==> src/design/ufcc_pkg.sv <==
// Shared types and constants of the union-find component counter.
package ufcc_pkg;

  localparam int MAX_NODES = 1024;
  localparam int NODE_W    = $clog2(MAX_NODES);
  localparam int COUNT_W   = NODE_W + 1;
  localparam int RANK_W    = $clog2(NODE_W + 1);

  typedef struct packed {
    logic [NODE_W-1:0] node_a;
    logic [NODE_W-1:0] node_b;
  } ufcc_in_t;

  typedef struct packed {
    logic               merged;
    logic [COUNT_W-1:0] component_count;
    logic               bad_node;
  } ufcc_out_t;

  typedef enum logic [3:0] {
    ST_CLEAR,
    ST_IDLE,
    ST_FIND_RD,
    ST_FIND,
    ST_CMP_RD,
    ST_CMP,
    ST_RANK_RD,
    ST_RANK_A,
    ST_LINK,
    ST_DONE
  } ufcc_state_t;

  // controller -> datapath
  typedef struct packed {
    logic clear_step;
    logic load;
    logic find_step;
    logic cmp_step;
    logic rd_follow;
    logic rank_b;
    logic rank_a_load;
    logic link;
    logic emit;
  } ufcc_cmd_t;

  // datapath -> controller
  typedef struct packed {
    logic in_bad;
    logic at_root;
    logic at_end;
    logic sel_b;
    logic same_root;
    logic clear_last;
    logic out_busy;
  } ufcc_stat_t;

endpackage

==> src/design/ufcc_ctrl.sv <==
// Sequencer for clear, find, compress, link and result hand-off.
module ufcc_ctrl (
  input  logic                  clk,
  input  logic                  rst_n,
  input  logic                  in_valid,
  output logic                  in_ready,
  input  logic                  cfg_fire,
  input  ufcc_pkg::ufcc_stat_t  stat,
  output ufcc_pkg::ufcc_cmd_t   cmd
);

  ufcc_pkg::ufcc_state_t state_r, state_nxt;

  always_ff @(posedge clk) begin
    if (!rst_n) begin
      state_r <= ufcc_pkg::ST_CLEAR;
    end else begin
      state_r <= state_nxt;
    end
  end

  always_comb begin
    state_nxt = state_r;
    cmd       = '0;
    in_ready  = 1'b0;
    unique case (state_r)
      ufcc_pkg::ST_CLEAR: begin
        cmd.clear_step = 1'b1;
        if (stat.clear_last) state_nxt = ufcc_pkg::ST_IDLE;
      end
      ufcc_pkg::ST_IDLE: begin
        in_ready = !cfg_fire;
        if (in_valid && !cfg_fire) begin
          cmd.load  = 1'b1;
          state_nxt = stat.in_bad ? ufcc_pkg::ST_DONE : ufcc_pkg::ST_FIND_RD;
        end
      end
      ufcc_pkg::ST_FIND_RD: state_nxt = ufcc_pkg::ST_FIND;
      ufcc_pkg::ST_FIND: begin
        cmd.find_step = 1'b1;
        if (stat.at_root) state_nxt = ufcc_pkg::ST_CMP_RD;
        else cmd.rd_follow = 1'b1;
      end
      ufcc_pkg::ST_CMP_RD: state_nxt = ufcc_pkg::ST_CMP;
      ufcc_pkg::ST_CMP: begin
        cmd.cmp_step = 1'b1;
        if (stat.at_end) begin
          state_nxt = stat.sel_b ? ufcc_pkg::ST_RANK_RD : ufcc_pkg::ST_FIND_RD;
        end else begin
          cmd.rd_follow = 1'b1;
        end
      end
      ufcc_pkg::ST_RANK_RD: begin
        state_nxt = stat.same_root ? ufcc_pkg::ST_DONE : ufcc_pkg::ST_RANK_A;
      end
      ufcc_pkg::ST_RANK_A: begin
        cmd.rank_a_load = 1'b1;
        cmd.rank_b      = 1'b1;
        state_nxt       = ufcc_pkg::ST_LINK;
      end
      ufcc_pkg::ST_LINK: begin
        cmd.link  = 1'b1;
        state_nxt = ufcc_pkg::ST_DONE;
      end
      ufcc_pkg::ST_DONE: begin
        if (!stat.out_busy) begin
          cmd.emit  = 1'b1;
          state_nxt = ufcc_pkg::ST_IDLE;
        end
      end
      default: state_nxt = ufcc_pkg::ST_CLEAR;
    endcase
    // a node_count write restarts the clearing pass
    if (cfg_fire) state_nxt = ufcc_pkg::ST_CLEAR;
  end

endmodule

==> config.mk <==
export PLATFORM = sky130hd
export DESIGN_NAME = ufcc_ctrl
export DESIGN_NICKNAME = d
export VERILOG_FILES = /design/src/design/ufcc_pkg.sv /design/src/design/ufcc_ctrl.sv
export SDC_FILE = /design/constraint.sdc
export NUM_CORES = 1
export LEC_CHECK = 0
export BUFFER_PORTS_ARGS = -buffer_cell sky130_fd_sc_hd__clkbuf_2
export CORE_AREA = 2 2 39 41
export CTS_BUF_LIST = sky130_fd_sc_hd__clkbuf_8
export CTS_CLUSTER_DIAMETER = 30
export DETAILED_ROUTE_END_ITERATION = 10
export DIE_AREA = 0 0 41 43
export GPL_TIMING_DRIVEN = 0
export PLACE_DENSITY = 0.62
export SYNTH_ARGS = -nofsm -noshare
export SYNTH_HDL_FRONTEND = slang
export SYNTH_SLANG_ARGS = --single-unit
==> constraint.sdc <==
create_clock -name clk -period 2.4 [get_ports clk]
set_clock_uncertainty 0.1 [all_clocks]
set_input_delay 0.48 -clock clk [delete_from_list [all_inputs] [get_ports clk]]
set_output_delay 0.48 -clock clk [all_outputs]
set_load 0.03 [all_outputs]
Yosys cells after proc, flatten, opt, wreduce, memory -nomap -nowiden
Index checks and enable logic that the tools add are counted.
{ "totals": {"ff_bits": 4} }
{ "classes": {"bitwise": 1, "mux": 22, "n_reduce_logical": 5, "n_eq_ne": 14} }
{ "ops": {"columns": ["op", "n"], "rows": [
  ["one-hot mux 4 bit (10 select lines)", 1],
  ["2-to-1 mux 4 bit", 7],
  ["== test 4 x 3 -> 1 bit, second input constant", 4],
  ["2-to-1 mux 1 bit", 11],
  ["!= test 2 bit, second input constant", 5],
  ["== test 4 x 2 -> 1 bit, second input constant", 2],
  ["== test 4 bit, second input constant", 2],
  ["AND reduction 5 bit", 1],
  ["== test 4 x 1 -> 1 bit, second input constant", 1],
  ["logical NOT 4 bit", 1],
  ["2-to-1 mux 3 bit", 1],
  ["2-to-1 mux 2 bit", 1],
  ["one-hot mux 1 bit (2 select lines)", 1],
  ["OR reduction 2 bit", 1],
  ["logical AND 1 bit", 1],
  ["logical NOT 1 bit", 1],
  ["NOT 1 bit", 1]
]} }

Longest topological paths before layout
{ "logic_depth": {"ltp_word": 4, "depth_mapped": 5} }

Worst setup path before layout
Ideal clock, no wire load.
{ "synth_timing": {"kind": "register to output", "startpoint": "register state_r[3]", "endpoint": "output cmd[7] (netlist bit)", "required_ns": 1.820, "stages_incl_launch_ff": 4, "slack_ns": 0.426, "arrival_time_ns": 1.394, "path_cell_list": "dfxtp_1 > buf_2 > or4b_1 > nor2b_1"} }
{ "synth_lines": {"columns": ["element", "line", "rtl"], "rows": [
  ["start, declared", "ufcc_ctrl.sv:12", "ufcc_pkg::ufcc_state_t state_r, state_nxt;"],
  ["start signal, assigned", "ufcc_ctrl.sv:16", "state_r <= ufcc_pkg::ST_CLEAR;"],
  ["start signal, assigned", "ufcc_ctrl.sv:18", "state_r <= state_nxt;"],
  ["end, declared", "ufcc_ctrl.sv:9", "output ufcc_pkg::ufcc_cmd_t cmd"]
]} }

==> results_dict.tcl <==
set metrics [dict create \
    power_leakage_nw 0.278 \
    synth_edf_count 0 \
    clk_latency_ns 0.22 \
    syn-num-nets 65 \
    reg2reg_to "state_r[2]$_SDFFE_PP0P_" \
    grt_pass1_vias 356 \
    die_area_um2 1760 \
    cap_violations 0 \
    antenna_found_initial 0 \
    hold_depth 2 \
    rrSetupSlack_ns 0.64 \
    rsz0062_at_grt "false" \
    fp.coreArea_um2 1380 \
    clockRootBuffer "clkbuf_8" \
    synth.distinct_cells 30 \
    n_antenna_cell 0 \
    synth_flop_cell "dfxtp_1" \
    cts_hold_buffers 0 \
    syn_to_final_growth_pct 39.3 \
    ys_warn_count 0 \
    period_needed_ns 2.11 \
    drt_iter0_markers 5 \
    path_class "reg -> out" \
    num_io_pins 21 \
    top_regs "state_r (4)" \
    final.period_utilization 0.878 \
    yosysSeqAreaShare 0.195 \
    routed_via_density 4.88 \
    drcViolationCount 0 \
    clock-sinks 4 \
    max_freq_mhz 475 \
    grt_start_max_net_pins 11 \
    slew_headroom 0.741 \
    wl_per_cell_um 10.7 \
    wirelength_um 994 \
    cts-htree-levels 1 \
    fin_setup_tns_ns 0 \
    yosysTopAreaCellShare 0.195 \
    finalHoldViolCount 0 \
    powerDensity_nw_per_um2 437 \
    cts_made_buffers 3 \
    num_rows 14 \
    rr_startpoint "state_r[1]$_SDFFE_PP0P_" \
    grtUsageTotal 0.116 \
    die_w_um 41 \
    synth_cells 54 \
    final_core_util 0.413 \
    io_buffers 20 \
    dp_hpwl_um 774 \
    r2r_cells 5 \
    nets 90 \
    cts_setup_buffers 0 \
    critPathCaptureType "output port" \
    detail-route-antenna-nets 0 \
    grt_pass1_wl_mm 1.42 \
    hp-start "stat[1]" \
    initial_core_util 0.297 \
    dr.pass1.iters 3 \
    cp_max_fo 10 \
    largest_register_ffs 4 \
    ir_worst_vdd_mv 0.286 \
    whs_endpoint "state_r[0]$_SDFFE_PP0P_" \
    setup_viol 0 \
    netlist_area_um2 410 \
    ys_ff_latch 4 \
    tightestPinTransition_ns 0.384 \
    arrival_ns 1.53 \
    cp-start-kind "flop" \
    crit_required_ns 1.82 \
    cts_resized 0 \
    clock_path_buffers 2 \
    globalRouteOverflowTotal 0 \
    synth.avg_cell_area_um2 7.60 \
    clk_pin_slew_worst_paths_ns 0.03 \
    ys_async_sr_fraction 0 \
    vias 454 \
    regMostFlops "state_r" \
    die_y_um 43 \
    gp_congestion 0.849 \
    ys_top_cells_by_area "dfxtp_1 20%, nor2b_1 7.6%, buf_4 5.5%" \
    synth.largest_area_cell "dfxtp_1" \
    drive_gt1_frac 0.377 \
    hp-class "in -> reg" \
    status "completed" \
    ys_top_cells_by_count "6 x nand2_1, 5 x nor2_1, 5 x nor2b_1" \
    finalMaxSlewViolations 0 \
    yosysMostFrequentCell "nand2_1" \
    cts_tree "yes" \
]
-- metrics by stage --
stage	setup slack, ns	power, W	hold slack, ns	std cells	cell area (um2)
6_report	0.293	0.000250	0.464	93	572
5_1_grt	0.231	0.000262	0.466	93	572
4_1_cts	0.286	0.000253	0.462	93	572
3_5_place_dp	0.517	0.000112	0.530	90	531
3_3_place_gp	0.512	0.000111	0.524	90	531
2_1_floorplan	0.426	0.0000960	0.472	54	410
-- logic make-up after synthesis --
logic type,after synthesis,share of synthesized area
simple gates,28,0.409
compound gates,15,0.287
buf+inv,6,0.0853
flops,4,0.195
mux,1,0.0244
-- cells in the final DEF (no fill, tap or decap), types with 2 or more instances in the layout --
cell type and count:
buf_4 3, nand2_1 6, clkbuf_8 3, dfxtp_1 4
nor2_1 5, o22ai_1 2, clkbuf_2 20, nand2b_1 2
nor3b_1 3, o21ai_0 2, a21oi_1 2, nor2b_1 5
-- metal layers --
layer / part of all wire / vias to the layer above / global-route usage
met2: 0.44 / 15 / 0.181
met1: 0.49 / 192 / 0.147
met4: 0 / 0 / 0.0200
li1: - / 247 / -
met5: 0 / - / 0
met3: 0.065 / 0 / 0.0471
-- final cells by class --
type | instances | area (um2)
clock buffers | 3 | 41.3
inverters | 1 | 3.75
plain buffers | 5 | 31.3
flip-flops and latches | 4 | 80.1
repair buffers | 20 | 100
well taps | 16 | 20.0
fillers | 155 | 812
multi-input cells | 44 | 295
-- critical path: stages, from the launching register on --
cell      delay [ns]
dfxtp_1         0.28
buf_2           0.16
or4b_1          0.52
nor2b_1         0.13
clkbuf_2        0.21
-- where the power goes --
group / total, W / switching (W) / internal, W
clock network: 0.000139 / 0.0000325 / 0.000107
logic: 0.0000409 / 0.0000225 / 0.0000184
registers: 0.0000699 / 0.00000160 / 0.0000683
total: 0.000250 / 0.0000566 / 0.000193
-- worst max-delay path by stage --
| stage | slack (ns) | endpoint | depth (start not counted) | from |
|---|---|---|---|---|
| final | 0.29 | cmd[7] | 4 | state_r[3]$_SDFFE_PP0P_ |
| after global placement | 0.51 | cmd[7] | 4 | state_r[3]$_SDFFE_PP0P_ |
| after CTS | 0.29 | cmd[7] | 4 | state_r[3]$_SDFFE_PP0P_ |
| after floorplan | 0.43 | cmd[7] | 3 | state_r[3]$_SDFFE_PP0P_ |
| after detailed placement | 0.52 | cmd[7] | 4 | state_r[3]$_SDFFE_PP0P_ |
| after global routing | 0.23 | cmd[7] | 4 | state_r[3]$_SDFFE_PP0P_ |
No activity file was read; power rests on OpenSTA's default activity.
